`config.mk`:
```
export PLATFORM = sky130hd
export DESIGN_NAME = pressure_sensor_health_monitor
export DESIGN_NICKNAME = d
export VERILOG_FILES = /design/src/hdl/psh_pkg.sv /design/src/hdl/psh_seq.sv /design/src/hdl/psh_dp.sv /design/src/hdl/pressure_sensor_health_monitor.sv
export SDC_FILE = /design/constraint.sdc
export NUM_CORES = 1
export LEC_CHECK = 0
export ABC_AREA = 1
export BUFFER_PORTS_ARGS = -buffer_cell sky130_fd_sc_hd__clkbuf_2
export CORE_ASPECT_RATIO = 0.5
export CORE_MARGIN = 3
export CORE_UTILIZATION = 61
export DETAILED_ROUTE_END_ITERATION = 12
export GPL_TIMING_DRIVEN = 0
export PLACE_DENSITY = 0.8
export SLEW_MARGIN = 20
export SYNTH_ARGS = -nofsm -noshare
export SYNTH_HDL_FRONTEND = slang
export SYNTH_HIERARCHICAL = 1
export SYNTH_SLANG_ARGS = --single-unit
export TNS_END_PERCENT = 30
```
`constraint.sdc`:
```
create_clock -name i_clk -period 7.2 [get_ports i_clk]
set_clock_uncertainty 0.05 [all_clocks]
set_input_delay 1.44 -clock i_clk [delete_from_list [all_inputs] [get_ports i_clk]]
set_output_delay 1.44 -clock i_clk [all_outputs]
set_load 0.005 [all_outputs]
```
`src/hdl/psh_pkg.sv`:
```
// Shared types, field positions and codes of the pressure sensor health monitor.
`default_nettype none

package psh_pkg;

    localparam int unsigned TIME_W     = 32;
    localparam int unsigned PRESS_W    = 24;
    localparam int unsigned TEMP_W     = 16;
    localparam int unsigned LIMIT_P_W  = 23;
    localparam int unsigned SPREAD_W   = 24;
    localparam int unsigned COUNT_W    = 8;
    localparam int unsigned OUTCOME_W  = 3;
    localparam int unsigned STEP_W     = 5;
    localparam int unsigned CFG_IDX_W  = 3;
    localparam int unsigned CFG_DATA_W = 32;

    localparam int unsigned IN_DATA_W  = 80;
    localparam int unsigned IN_USER_W  = 1;
    localparam int unsigned OUT_DATA_W = 72;

    localparam int unsigned IN_NOW_LSB     = 0;
    localparam int unsigned IN_READ_OK_BIT = 32;
    localparam int unsigned IN_FINITE_BIT  = 33;
    localparam int unsigned IN_PRESS_LSB   = 34;
    localparam int unsigned IN_TEMP_LSB    = 58;
    localparam int unsigned IN_PROBE_BIT   = 74;
    localparam int unsigned IN_ACTION_BIT  = 0;

    localparam int unsigned OUT_ACC_BIT     = 0;
    localparam int unsigned OUT_OC_LSB      = 1;
    localparam int unsigned OUT_PROBED_BIT  = 4;
    localparam int unsigned OUT_HEALTHY_BIT = 5;
    localparam int unsigned OUT_JITTER_BIT  = 6;
    localparam int unsigned OUT_SPREAD_LSB  = 7;
    localparam int unsigned OUT_PRESS_LSB   = 31;
    localparam int unsigned OUT_TEMP_LSB    = 55;

    localparam logic signed [TEMP_W-1:0] TEMP_LOW_RST     = -16'sd500;
    localparam logic signed [TEMP_W-1:0] TEMP_HIGH_RST    = 16'sd6000;
    localparam logic [LIMIT_P_W-1:0]     PRESS_LOW_RST    = 23'd3000;
    localparam logic [LIMIT_P_W-1:0]     PRESS_HIGH_RST   = 23'd400000;
    localparam logic [SPREAD_W-1:0]      JITTER_LIMIT_RST = 24'd150;
    localparam logic [COUNT_W-1:0]       UNHEALTHY_RST    = 8'd3;
    localparam logic [COUNT_W-1:0]       REPROBE_RST      = 8'd10;
    localparam logic [TIME_W-1:0]        REPROBE_GAP_RST  = 32'd2000;
    localparam logic [COUNT_W-1:0]       FAIL_MAX         = 8'd255;

    typedef enum logic [CFG_IDX_W-1:0] {
        CFG_TEMP_LOW,
        CFG_TEMP_HIGH,
        CFG_PRESS_LOW,
        CFG_PRESS_HIGH,
        CFG_JITTER_LIMIT,
        CFG_UNHEALTHY_AFTER,
        CFG_REPROBE_AFTER,
        CFG_REPROBE_GAP
    } t_cfg_idx;

    typedef enum logic [OUTCOME_W-1:0] {
        OC_OK,
        OC_ABSENT,
        OC_READ_FAIL,
        OC_IMPLAUSIBLE,
        OC_JITTER
    } t_outcome;

    typedef enum logic [3:0] {
        C_TRUE,
        C_IN_VALID,
        C_ACTION,
        C_PRESENT,
        C_GAP_OK,
        C_READ_OK,
        C_REPROBE,
        C_PLAUS,
        C_SCAN_DONE,
        C_WROTE,
        C_WAS_FULL,
        C_JITTER,
        C_OUT_FREE
    } t_cond;

    typedef logic [STEP_W-1:0] t_step;

    typedef struct packed {
        t_cond    cond;
        logic     sense;
        t_step    target;
        logic     load;
        logic     start;
        logic     probe;
        logic     bump;
        logic     wr;
        logic     scan_init;
        logic     scan_step;
        logic     jit_upd;
        logic     acc;
        logic     emit;
        logic     set_oc;
        t_outcome oc;
    } t_uop;

    typedef struct packed {
        logic in_valid;
        logic action;
        logic present;
        logic gap_ok;
        logic read_ok;
        logic reprobe;
        logic plaus;
        logic scan_done;
        logic wrote;
        logic was_full;
        logic jitter;
        logic out_free;
    } t_flags;

endpackage

`default_nettype wire

```
`src/hdl/psh_seq.sv`:
```
// Microcode sequencer: step counter, control store and condition select.
`default_nettype none

module psh_seq
    import psh_pkg::*;
(
    input  wire logic   i_clk,
    input  wire logic   i_rst_n,
    input  wire t_flags i_flags,
    output t_uop        o_uop,
    output logic        o_idle
);

    localparam t_step S_IDLE    = 5'd0;
    localparam t_step S_ACTION  = 5'd1;
    localparam t_step S_PRESENT = 5'd2;
    localparam t_step S_ABS_GAP = 5'd3;
    localparam t_step S_ABS_PRB = 5'd4;
    localparam t_step S_ABS_CHK = 5'd5;
    localparam t_step S_ABS_OUT = 5'd6;
    localparam t_step S_READ_OK = 5'd7;
    localparam t_step S_RD_FAIL = 5'd8;
    localparam t_step S_RD_GATE = 5'd9;
    localparam t_step S_RD_PRB  = 5'd10;
    localparam t_step S_PLAUS   = 5'd11;
    localparam t_step S_IMPL    = 5'd12;
    localparam t_step S_WRITE   = 5'd13;
    localparam t_step S_SPREAD  = 5'd14;
    localparam t_step S_SCAN    = 5'd15;
    localparam t_step S_CHK_WR  = 5'd16;
    localparam t_step S_CHK_FUL = 5'd17;
    localparam t_step S_JIT_UPD = 5'd18;
    localparam t_step S_CHK_JIT = 5'd19;
    localparam t_step S_REJECT  = 5'd20;
    localparam t_step S_ACCEPT  = 5'd21;
    localparam t_step S_EMIT    = 5'd22;
    localparam t_step S_BACK    = 5'd23;
    localparam t_step S_START   = 5'd24;

    function automatic t_uop f_rom(input t_step a);
        t_uop u;
        u = '0;
        case (a)
            S_IDLE: begin
                u.load = 1'b1; u.cond = C_IN_VALID; u.target = S_IDLE;
            end
            S_ACTION: begin
                u.cond = C_ACTION; u.sense = 1'b1; u.target = S_START;
            end
            S_PRESENT: begin
                u.cond = C_PRESENT; u.sense = 1'b1; u.target = S_READ_OK;
            end
            S_ABS_GAP: begin
                u.cond = C_GAP_OK; u.target = S_ABS_OUT;
            end
            S_ABS_PRB: begin
                u.probe = 1'b1;
            end
            S_ABS_CHK: begin
                u.cond = C_PRESENT; u.sense = 1'b1; u.target = S_READ_OK;
            end
            S_ABS_OUT: begin
                u.set_oc = 1'b1; u.oc = OC_ABSENT;
                u.sense = 1'b1; u.target = S_SPREAD;
            end
            S_READ_OK: begin
                u.cond = C_READ_OK; u.sense = 1'b1; u.target = S_PLAUS;
            end
            S_RD_FAIL: begin
                u.bump = 1'b1; u.set_oc = 1'b1; u.oc = OC_READ_FAIL;
            end
            S_RD_GATE: begin
                u.cond = C_REPROBE; u.target = S_SPREAD;
            end
            S_RD_PRB: begin
                u.probe = 1'b1; u.sense = 1'b1; u.target = S_SPREAD;
            end
            S_PLAUS: begin
                u.cond = C_PLAUS; u.sense = 1'b1; u.target = S_WRITE;
            end
            S_IMPL: begin
                u.bump = 1'b1; u.set_oc = 1'b1; u.oc = OC_IMPLAUSIBLE;
                u.sense = 1'b1; u.target = S_SPREAD;
            end
            S_WRITE: begin
                u.wr = 1'b1;
            end
            S_SPREAD: begin
                u.scan_init = 1'b1;
            end
            S_SCAN: begin
                u.scan_step = 1'b1; u.cond = C_SCAN_DONE; u.target = S_SCAN;
            end
            S_CHK_WR: begin
                u.cond = C_WROTE; u.target = S_EMIT;
            end
            S_CHK_FUL: begin
                u.cond = C_WAS_FULL; u.target = S_ACCEPT;
            end
            S_JIT_UPD: begin
                u.jit_upd = 1'b1;
            end
            S_CHK_JIT: begin
                u.cond = C_JITTER; u.target = S_ACCEPT;
            end
            S_REJECT: begin
                u.set_oc = 1'b1; u.oc = OC_JITTER;
                u.sense = 1'b1; u.target = S_EMIT;
            end
            S_ACCEPT: begin
                u.acc = 1'b1;
            end
            S_EMIT: begin
                u.emit = 1'b1; u.cond = C_OUT_FREE; u.target = S_EMIT;
            end
            S_BACK: begin
                u.sense = 1'b1; u.target = S_IDLE;
            end
            S_START: begin
                u.start = 1'b1; u.sense = 1'b1; u.target = S_SPREAD;
            end
            default: begin
                u.sense = 1'b1; u.target = S_IDLE;
            end
        endcase
        return u;
    endfunction

    t_step r_pc;
    t_step n_pc;
    logic  w_cond;

    assign o_uop  = f_rom(r_pc);
    assign o_idle = (r_pc == S_IDLE);

    always_comb begin
        case (o_uop.cond)
            C_TRUE:      w_cond = 1'b1;
            C_IN_VALID:  w_cond = i_flags.in_valid;
            C_ACTION:    w_cond = i_flags.action;
            C_PRESENT:   w_cond = i_flags.present;
            C_GAP_OK:    w_cond = i_flags.gap_ok;
            C_READ_OK:   w_cond = i_flags.read_ok;
            C_REPROBE:   w_cond = i_flags.reprobe;
            C_PLAUS:     w_cond = i_flags.plaus;
            C_SCAN_DONE: w_cond = i_flags.scan_done;
            C_WROTE:     w_cond = i_flags.wrote;
            C_WAS_FULL:  w_cond = i_flags.was_full;
            C_JITTER:    w_cond = i_flags.jitter;
            C_OUT_FREE:  w_cond = i_flags.out_free;
            default:     w_cond = 1'b0;
        endcase
    end

    always_comb begin
        if (w_cond == o_uop.sense) begin
            n_pc = o_uop.target;
        end else begin
            n_pc = r_pc + 1'b1;
        end
    end

    always_ff @(posedge i_clk) begin
        if (!i_rst_n) begin
            r_pc <= S_IDLE;
        end else begin
            r_pc <= n_pc;
        end
    end

endmodule

`default_nettype wire

```
`src/hdl/psh_dp.sv`:
```
// Datapath: limit registers, sensor state, sample window memory and result register.
`default_nettype none

module psh_dp
    import psh_pkg::*;
#(
    parameter int unsigned WINDOW_LEN = 8
) (
    input  wire logic                  i_clk,
    input  wire logic                  i_rst_n,
    input  wire logic                  i_cfg_we,
    input  wire logic [CFG_IDX_W-1:0]  i_cfg_addr,
    input  wire logic [CFG_DATA_W-1:0] i_cfg_data,
    input  wire logic                  i_s_tvalid,
    input  wire logic [IN_DATA_W-1:0]  i_s_tdata,
    input  wire logic [IN_USER_W-1:0]  i_s_tuser,
    input  wire t_uop                  i_uop,
    output t_flags                     o_flags,
    output logic                       o_m_tvalid,
    input  wire logic                  i_m_tready,
    output logic [OUT_DATA_W-1:0]      o_m_tdata
);

    localparam int unsigned IDX_W  = $clog2(WINDOW_LEN);
    localparam int unsigned FILL_W = $clog2(WINDOW_LEN + 1);
    localparam logic [FILL_W-1:0] FILL_FULL = FILL_W'(WINDOW_LEN);
    localparam logic [IDX_W-1:0]  POS_LAST  = IDX_W'(WINDOW_LEN - 1);

    logic signed [TEMP_W-1:0] r_temp_lo;
    logic signed [TEMP_W-1:0] r_temp_hi;
    logic [LIMIT_P_W-1:0]     r_press_lo;
    logic [LIMIT_P_W-1:0]     r_press_hi;
    logic [SPREAD_W-1:0]      r_jit_lim;
    logic [COUNT_W-1:0]       r_unhealthy_after;
    logic [COUNT_W-1:0]       r_reprobe_after;
    logic [TIME_W-1:0]        r_gap;

    logic                      r_action;
    logic [TIME_W-1:0]         r_now;
    logic                      r_read_ok;
    logic                      r_finite;
    logic signed [PRESS_W-1:0] r_press;
    logic signed [TEMP_W-1:0]  r_temp;
    logic                      r_probe_ok;

    logic               r_present;
    logic [COUNT_W-1:0] r_fail;
    logic [TIME_W-1:0]  r_last;
    logic [FILL_W-1:0]  r_fill;
    logic [IDX_W-1:0]   r_pos;
    logic               r_jitter;
    logic               r_accepted;
    t_outcome           r_outcome;
    logic               r_probed;
    logic               r_wrote;
    logic               r_was_full;

    logic [PRESS_W-1:0]        r_win [WINDOW_LEN];
    logic [FILL_W-1:0]         r_idx;
    logic                      r_rd_vld;
    logic signed [PRESS_W-1:0] r_rd_data;
    logic                      r_first;
    logic signed [PRESS_W-1:0] r_lo;
    logic signed [PRESS_W-1:0] r_hi;

    logic                  r_out_valid;
    logic [OUT_DATA_W-1:0] r_out_data;

    logic                  w_load;
    logic                  w_out_free;
    logic [TIME_W-1:0]     w_elapsed;
    logic                  w_gap_ok;
    logic [SPREAD_W-1:0]   w_diff;
    logic [SPREAD_W-1:0]   w_spread;
    logic                  w_healthy;
    logic                  w_rd_issue;
    logic [OUT_DATA_W-1:0] w_pack;

    assign w_load     = i_uop.load && i_s_tvalid;
    assign w_out_free = !r_out_valid || i_m_tready;
    assign w_elapsed  = r_now - r_last;
    assign w_gap_ok   = (w_elapsed >= r_gap);
    assign w_diff     = r_hi - r_lo;
    assign w_spread   = r_first ? '0 : w_diff;
    assign w_healthy  = r_present && (r_fail < r_unhealthy_after) && !r_jitter;
    assign w_rd_issue = i_uop.scan_step && (r_idx < r_fill);

    always_comb begin
        o_flags.in_valid  = i_s_tvalid;
        o_flags.action    = r_action;
        o_flags.present   = r_present;
        o_flags.gap_ok    = w_gap_ok;
        o_flags.read_ok   = r_read_ok;
        o_flags.reprobe   = (r_fail >= r_reprobe_after) && w_gap_ok;
        o_flags.plaus     = r_finite
                            && (r_temp >= r_temp_lo) && (r_temp <= r_temp_hi)
                            && (r_press >= $signed({1'b0, r_press_lo}))
                            && (r_press <= $signed({1'b0, r_press_hi}));
        o_flags.scan_done = (r_idx == r_fill) && !r_rd_vld;
        o_flags.wrote     = r_wrote;
        o_flags.was_full  = r_was_full;
        o_flags.jitter    = r_jitter;
        o_flags.out_free  = w_out_free;
    end

    always_comb begin
        w_pack = '0;
        w_pack[OUT_ACC_BIT]                    = r_accepted;
        w_pack[OUT_OC_LSB +: OUTCOME_W]        = r_outcome;
        w_pack[OUT_PROBED_BIT]                 = r_probed;
        w_pack[OUT_HEALTHY_BIT]                = w_healthy;
        w_pack[OUT_JITTER_BIT]                 = r_jitter;
        w_pack[OUT_SPREAD_LSB +: SPREAD_W]     = w_spread;
        w_pack[OUT_PRESS_LSB +: PRESS_W]       = r_accepted ? r_press : '0;
        w_pack[OUT_TEMP_LSB +: TEMP_W]         = r_accepted ? r_temp : '0;
    end

    always_ff @(posedge i_clk) begin
        if (!i_rst_n) begin
            r_temp_lo         <= TEMP_LOW_RST;
            r_temp_hi         <= TEMP_HIGH_RST;
            r_press_lo        <= PRESS_LOW_RST;
            r_press_hi        <= PRESS_HIGH_RST;
            r_jit_lim         <= JITTER_LIMIT_RST;
            r_unhealthy_after <= UNHEALTHY_RST;
            r_reprobe_after   <= REPROBE_RST;
            r_gap             <= REPROBE_GAP_RST;
            r_present         <= 1'b0;
            r_fail            <= '0;
            r_last            <= '0;
            r_fill            <= '0;
            r_pos             <= '0;
            r_jitter          <= 1'b0;
            r_accepted        <= 1'b0;
            r_outcome         <= OC_OK;
            r_probed          <= 1'b0;
            r_wrote           <= 1'b0;
            r_was_full        <= 1'b0;
            r_idx             <= '0;
            r_rd_vld          <= 1'b0;
            r_first           <= 1'b1;
            r_out_valid       <= 1'b0;
        end else begin
            if (i_cfg_we) begin
                case (t_cfg_idx'(i_cfg_addr))
                    CFG_TEMP_LOW:        r_temp_lo <= i_cfg_data[TEMP_W-1:0];
                    CFG_TEMP_HIGH:       r_temp_hi <= i_cfg_data[TEMP_W-1:0];
                    CFG_PRESS_LOW:       r_press_lo <= i_cfg_data[LIMIT_P_W-1:0];
                    CFG_PRESS_HIGH:      r_press_hi <= i_cfg_data[LIMIT_P_W-1:0];
                    CFG_JITTER_LIMIT:    r_jit_lim <= i_cfg_data[SPREAD_W-1:0];
                    CFG_UNHEALTHY_AFTER: r_unhealthy_after <= i_cfg_data[COUNT_W-1:0];
                    CFG_REPROBE_AFTER:   r_reprobe_after <= i_cfg_data[COUNT_W-1:0];
                    CFG_REPROBE_GAP:     r_gap <= i_cfg_data;
                    default: begin
                    end
                endcase
            end

            if (w_load) begin
                r_accepted <= 1'b0;
                r_outcome  <= OC_OK;
                r_probed   <= 1'b0;
                r_wrote    <= 1'b0;
                r_was_full <= 1'b0;
            end

            if (i_uop.start) begin
                r_present <= r_probe_ok;
                r_fail    <= '0;
                r_fill    <= '0;
                r_pos     <= '0;
                r_jitter  <= 1'b0;
                r_last    <= r_now;
                r_probed  <= 1'b1;
                r_outcome <= r_probe_ok ? OC_OK : OC_ABSENT;
            end

            if (i_uop.probe) begin
                r_last    <= r_now;
                r_probed  <= 1'b1;
                r_present <= r_probe_ok;
                if (r_probe_ok) begin
                    r_fail <= '0;
                end
            end

            if (i_uop.bump && (r_fail != FAIL_MAX)) begin
                r_fail <= r_fail + 1'b1;
            end

            if (i_uop.set_oc) begin
                r_outcome <= i_uop.oc;
            end

            if (i_uop.wr) begin
                r_wrote <= 1'b1;
                r_pos   <= (r_pos == POS_LAST) ? '0 : r_pos + 1'b1;
                if (r_fill == FILL_FULL) begin
                    r_was_full <= 1'b1;
                end else begin
                    r_fill <= r_fill + 1'b1;
                end
            end

            if (i_uop.scan_init) begin
                r_idx    <= '0;
                r_rd_vld <= 1'b0;
                r_first  <= 1'b1;
            end

            if (i_uop.scan_step) begin
                r_rd_vld <= w_rd_issue;
                if (w_rd_issue) begin
                    r_idx <= r_idx + 1'b1;
                end
                if (r_rd_vld) begin
                    r_first <= 1'b0;
                end
            end

            if (i_uop.jit_upd) begin
                r_jitter <= (w_spread > r_jit_lim);
            end

            if (i_uop.acc) begin
                r_accepted <= 1'b1;
                r_fail     <= '0;
            end

            if (i_uop.emit && w_out_free) begin
                r_out_valid <= 1'b1;
            end else if (i_m_tready) begin
                r_out_valid <= 1'b0;
            end
        end
    end

    always_ff @(posedge i_clk) begin
        if (w_load) begin
            r_action   <= i_s_tuser[IN_ACTION_BIT];
            r_now      <= i_s_tdata[IN_NOW_LSB +: TIME_W];
            r_read_ok  <= i_s_tdata[IN_READ_OK_BIT];
            r_finite   <= i_s_tdata[IN_FINITE_BIT];
            r_press    <= i_s_tdata[IN_PRESS_LSB +: PRESS_W];
            r_temp     <= i_s_tdata[IN_TEMP_LSB +: TEMP_W];
            r_probe_ok <= i_s_tdata[IN_PROBE_BIT];
        end

        if (i_uop.wr) begin
            r_win[r_pos] <= r_press;
        end

        if (w_rd_issue) begin
            r_rd_data <= r_win[r_idx[IDX_W-1:0]];
        end

        if (i_uop.scan_step && r_rd_vld) begin
            if (r_first) begin
                r_lo <= r_rd_data;
                r_hi <= r_rd_data;
            end else begin
                if (r_rd_data < r_lo) begin
                    r_lo <= r_rd_data;
                end
                if (r_rd_data > r_hi) begin
                    r_hi <= r_rd_data;
                end
            end
        end

        if (i_uop.emit && w_out_free) begin
            r_out_data <= w_pack;
        end
    end

    assign o_m_tvalid = r_out_valid;
    assign o_m_tdata  = r_out_data;

endmodule

`default_nettype wire

```
`src/hdl/pressure_sensor_health_monitor.sv`:
```
// Top level of the pressure sensor health monitor: sequencer plus datapath.
//
//  Channel  | Direction | Payload
//  ---------+-----------+-----------------------------------------------------------
//  s_axis   | in        | tdata: now_ms, read_ok, values_finite, pressure_in,
//           |           |        temperature_in, probe_ok; tuser: action
//  m_axis   | out       | tdata: sample_accepted, outcome, probe_issued, healthy,
//           |           |        jittery, window_spread, pressure_out, temperature_out
//  cfg      | in        | write enable, register index, write data
//
// One item is worked at a time. The sequencer steps one control word per cycle, unless
// it waits for input or for a free result register, and the spread scan reads one
// window entry per cycle; a start takes the fewest steps, and a re-probe that finds the
// sensor, then a plausible reading with a full window, takes the most.
// The result register lets the next item be taken while a result waits; a stalled
// output holds the sequencer only when a second result is ready.
// Reset restores the limit defaults and clears the sensor state at once.
`default_nettype none

module pressure_sensor_health_monitor
    import psh_pkg::*;
#(
    parameter int unsigned WINDOW_LEN = 8
) (
    input  wire logic                  i_clk,
    input  wire logic                  i_rst_n,
    input  wire logic                  i_cfg_we,
    input  wire logic [CFG_IDX_W-1:0]  i_cfg_addr,
    input  wire logic [CFG_DATA_W-1:0] i_cfg_data,
    input  wire logic                  i_s_axis_tvalid,
    output logic                       o_s_axis_tready,
    // now_ms[31:0], read_ok, values_finite, pressure_in[23:0], temperature_in[15:0],
    // probe_ok, zero fill
    input  wire logic [IN_DATA_W-1:0]  i_s_axis_tdata,
    // action
    input  wire logic [IN_USER_W-1:0]  i_s_axis_tuser,
    output logic                       o_m_axis_tvalid,
    input  wire logic                  i_m_axis_tready,
    // sample_accepted, outcome[2:0], probe_issued, healthy, jittery,
    // window_spread[23:0], pressure_out[23:0], temperature_out[15:0], zero fill
    output logic [OUT_DATA_W-1:0]      o_m_axis_tdata
);

    t_uop   w_uop;
    t_flags w_flags;
    logic   w_idle;

    psh_seq u_seq (
        .i_clk   (i_clk),
        .i_rst_n (i_rst_n),
        .i_flags (w_flags),
        .o_uop   (w_uop),
        .o_idle  (w_idle)
    );

    psh_dp #(
        .WINDOW_LEN (WINDOW_LEN)
    ) u_dp (
        .i_clk      (i_clk),
        .i_rst_n    (i_rst_n),
        .i_cfg_we   (i_cfg_we),
        .i_cfg_addr (i_cfg_addr),
        .i_cfg_data (i_cfg_data),
        .i_s_tvalid (i_s_axis_tvalid),
        .i_s_tdata  (i_s_axis_tdata),
        .i_s_tuser  (i_s_axis_tuser),
        .i_uop      (w_uop),
        .o_flags    (w_flags),
        .o_m_tvalid (o_m_axis_tvalid),
        .i_m_tready (i_m_axis_tready),
        .o_m_tdata  (o_m_axis_tdata)
    );

    assign o_s_axis_tready = w_idle;

endmodule

`default_nettype wire

```
Word level (Yosys, flattened, before mapping):

Memory sizes are Yosys's and may differ from the RTL's. A register that Yosys moved wholly into a read port is not among the register bits.
Index checks and enable logic that the tools add are counted.

* add/sub/neg operators: 7
* multiply operators: 0
* divide/modulo/power cells: 0
* magnitude comparators: 11
* equal/unequal tests: 47
* shift-type cells: 0
* multiplexer cells: 61
* bitwise logic cells: 1
* reduce and logical (&&, ||, !) cells: 49

Operator list (count)
* 24-bit 2-to-1 mux: 5
* 32-bit 2-to-1 mux: 2
* 24-bit greater-than comparator: 2
* 4-bit case mux with 12 select lines: 1
* 5-bit case mux with 9 select lines: 1
* 5-bit by 4-bit equality test with 1-bit output (second input constant): 8
* 5-bit equality test (second input constant): 8
* 1-bit 2-to-1 mux: 33
* 32-bit greater-or-equal comparator: 1
* 8-bit 2-to-1 mux: 4
* 32-bit subtractor: 1
* 4-bit equality test (second input constant): 6
* 24-bit greater-or-equal comparator: 1
* 24-bit <= comparator: 1
* 24-bit less-than comparator: 1
* 4-bit 2-to-1 mux: 6
* 24-bit subtractor: 1
* 5-bit by 3-bit equality test with 1-bit output (second input constant): 4
* 2-bit AND reduction: 10
* 3-bit 2-to-1 mux: 6
* 2-bit nonzero test: 9
* 4-bit by 3-bit equality test with 1-bit output (second input constant): 4
* 16-bit greater-or-equal comparator: 1
* 16-bit <= comparator: 1
* other kinds (32): 59

* flip-flop bits (word level): 413
* latch bits: 0
* memory bits (writable): 192
* memory bits (read-only): 0
* bits of input ports: 121
* output and inout bits: 74
* memories: 1

Memory list
* u_dp.r_win: words 8, bits a word 24, read ports 1, clocked after memory_dff 1, wr ports 1, RTL line psh_dp.sv:58 `logic [PRESS_W-1:0] r_win [WINDOW_LEN];`

Depth between registers and ports, before layout:

* word-level depth: 8
* mapped depth: 30

Hierarchy:

The synthesis kept the hierarchy.

Modules (own cells, without submodules)
* psh_dp: times used 1, cells each 3160, area each 30275.3 µm², sequential area each 16605.9 µm²
* psh_seq: times used 1, cells each 192, area each 1103.6 µm², sequential area each 100.1 µm²

Least setup slack after synthesis:

OpenSTA, ideal clock, no wires.

* path kind: in2reg
* start: input port i_m_axis_tready
* end: register u_dp.r_out_data[0] (netlist: u_dp/o_m_tdata[0]) (enable)
* arrival: 4.904 ns
* required time: 6.627 ns
* path slack: 1.722 ns
* stages on the path: 2
* cell sequence: inv_1 > a21oi_1

* word-level cells in the longest chain between the ends: 2

Ends and longest elaborated chain
* from (decl): RTL line pressure_sensor_health_monitor.sv:38 `input wire logic i_m_axis_tready,`
* 1-bit logical OR: RTL line psh_dp.sv:80 `assign w_out_free = !r_out_valid || i_m_tready;`
* 1-bit logical AND: RTL line psh_dp.sv:271 `if (i_uop.emit && w_out_free) begin`
* to (signal assigned): RTL line psh_dp.sv:272 `r_out_data <= w_pack;`
* to (decl): RTL line psh_dp.sv:67 `logic [OUT_DATA_W-1:0] r_out_data;`

No other way between the ends.
A chain may end at the register's enable or synchronous reset.

==> impl_metrics.tcl <==
set metrics [dict create \
    outcome "finished, final reports clean" \
    cts_root_buf "clkbuf_16" \
    detail_route.wl_per_cell_um 19.36 \
    syn-num-nets 3738 \
    n_antenna_cell 0 \
    postCtsSetupRepairBufs 0 \
    power.leakage_nw 14.97 \
    portBuffers 187 \
    grt_pass1_vias 24374 \
    route.detailed.drc 0 \
    numPlacedInstances 4237 \
    die_h_um 166.4 \
    die_x_um 326.7 \
    worst_setup_path_end_kind "flop" \
    fin_nets 3991 \
    hpwl_um 60840 \
    drive_gt1_share_pct 11.35 \
    cpMostUsedCell "nand2_1" \
    cp.arrival_ns 4.73 \
    ir_worst_vdd_uv 252.4 \
    cts_sinks 629 \
    drtIter0Drc 2820 \
    place.gp.congestion 0.9302 \
    worstSetupStartpointType "flop" \
    track_usage_pct 30.26 \
    clock_path_buffers 3 \
    final-hold-violation-count 0 \
    crit_path_top_delay_cell "fa_1" \
    cts-hold-fix-buffers 0 \
    r2r_setup_slack_ns 2.93 \
    fmax_mhz 234.0 \
    final-instance-count-excl-fill 4339 \
    syn2layout_area_growth_pct 12.71 \
    period_share_pct 59.36 \
    ctsHtreeMaxLevel 2 \
    p_per_area_nw_per_um2 276.7 \
    rows 58 \
    multiInputGateArea_um2 12600 \
    grt_start_max_net_pins 40 \
    rsz0062_at_grt "false" \
    num_io_pins 195 \
    first_pass_iters 6 \
    cts_tree "built" \
    ctsResizeCount 0 \
    vias 25241 \
    seqCellArea_um2 16710 \
    numCtsBuffers 54 \
    hp-class "flop to flop" \
    routed_wl_um 84010 \
    cp_data_required_time_ns 7.65 \
    cp-endpoint "u_seq/r_pc[3]" \
    post_synth.cell_area_avg_um2 9.365 \
    core_area_um2 50510 \
    worstMarginPinSlew_ns 1.123 \
    grt.overflow.total 0 \
    vias_per_cell 5.817 \
    clk_pin_slew_ns 0.07 \
    antenna_found_initial 1 \
    total_power_mw 9.782 \
    r2r_cells 30 \
    synth_cells 3350 \
    cp-startpoint "u_dp/r_now[0]" \
    fin_crit_ns 4.274 \
    crit_fanout 5 \
    slew_headroom_pct 25.07 \
    tns_ns 0 \
    netlist_area_um2 31370 \
    start_util_pct 62.11 \
    ant_nets 0 \
    holdCritStartpoint "u_dp/r_probed" \
    regToRegEndpoint "u_seq/r_pc[3]" \
    crit_path_max_incr_delay_ns 0.39 \
    r2r-start "u_dp/r_now[0]" \
    drv_cap 0 \
    setup-violations-final 0 \
    ys_warn_count 6 \
    clock_latency_ns 0.63 \
    crit_type "flop to flop" \
    dieArea_um2 54350 \
    final_max_slew_viol_count 0 \
    grt_pass1_wl_um 130100 \
    num-fill-cells 3745 \
]
-- routing by layer --
metal	GRT usage [%]	share of wire, %	routed length, µm
met1	40.63	41	34250
met3	4.879	9.1	7671
met2	49.96	46	38860
met4	11.22	3.8	3218
met5	0	0	0
-- worst min-delay path by stage --
stage                        endpoint  cells after the start  slack (ns)
floorplan           u_dp/o_m_tdata[0]                      0        0.36
global placement    u_dp/o_m_tdata[4]                      0        0.37
detailed placement  u_dp/o_m_tdata[4]                      0        0.37
CTS                 u_dp/o_m_tdata[4]                      0        0.38
global route        u_dp/o_m_tdata[4]                      0        0.41
finish              u_dp/o_m_tdata[4]                      0        0.38
-- cells in the final DEF, fill, tap and decap left out, drive strengths merged, types with 27 or more instances in the layout --
cell and n:
dfxtp 218, buf 46, xor2 27, clkbuf 335
nand4 30, edfxtp 411, a21oi 338, nand2 492
nor2 400, a31oi 28, o211ai 42, ha 265
nand3 107, inv 439, o21ai 320
-- worst max-delay path, delay by kind of cell, from the launching register on --
kind            cells  cell delay (ns)
buf+inv             4             0.26
compound gates      5             0.72
flops               1             0.36
simple gates       18             1.93
fa+ha+maj           3             0.82
-- sequential cells by signal, summed over array words and instances (netlist names), 16 cells and up --
signal	cells
u_dp/r_win	192
u_dp/o_m_tdata	71
u_dp/r_gap	32
u_dp/r_last	32
u_dp/r_now	32
u_dp/r_hi	24
u_dp/r_jit_lim	24
u_dp/r_lo	24
u_dp/r_press	24
u_dp/r_rd_data	24
u_dp/r_press_hi	23
u_dp/r_press_lo	23
u_dp/r_temp	16
u_dp/r_temp_hi	16
u_dp/r_temp_lo	16
-- area by class of cell --
class / count / share of cell area [%]
clock inverter: 30 / 1.005
buffer: 112 / 1.430
tap: 690 / 2.442
sequential: 629 / 47.25
inverter: 438 / 4.657
timing repair buffer: 197 / 3.326
multi-input combinational: 2171 / 35.64
clock buffer: 72 / 4.254
-- report_power, final --
part | total, mW | switching [mW] | internal [mW]
sequential | 4.33 | 0.213 | 4.12
combinational | 2.38 | 1.53 | 0.858
clock | 3.07 | 1.37 | 1.70
-- metrics by stage --
stage / area, µm² / hold WS [ns] / util (%) / worst slack, ns
after floorplan: 31370 / 0.3564 / - / 1.722
after global placement: 33170 / 0.3652 / 65.67 / 0.02640
after detailed placement: 33500 / 0.3687 / 66.32 / 3.004
after CTS: 35360 / 0.3846 / 70.00 / 2.962
after global routing: 35360 / 0.4103 / 70.00 / 2.485
final: 35360 / 0.3821 / 70.00 / 2.926
Note: power is estimated with default switching activity, not from simulation.
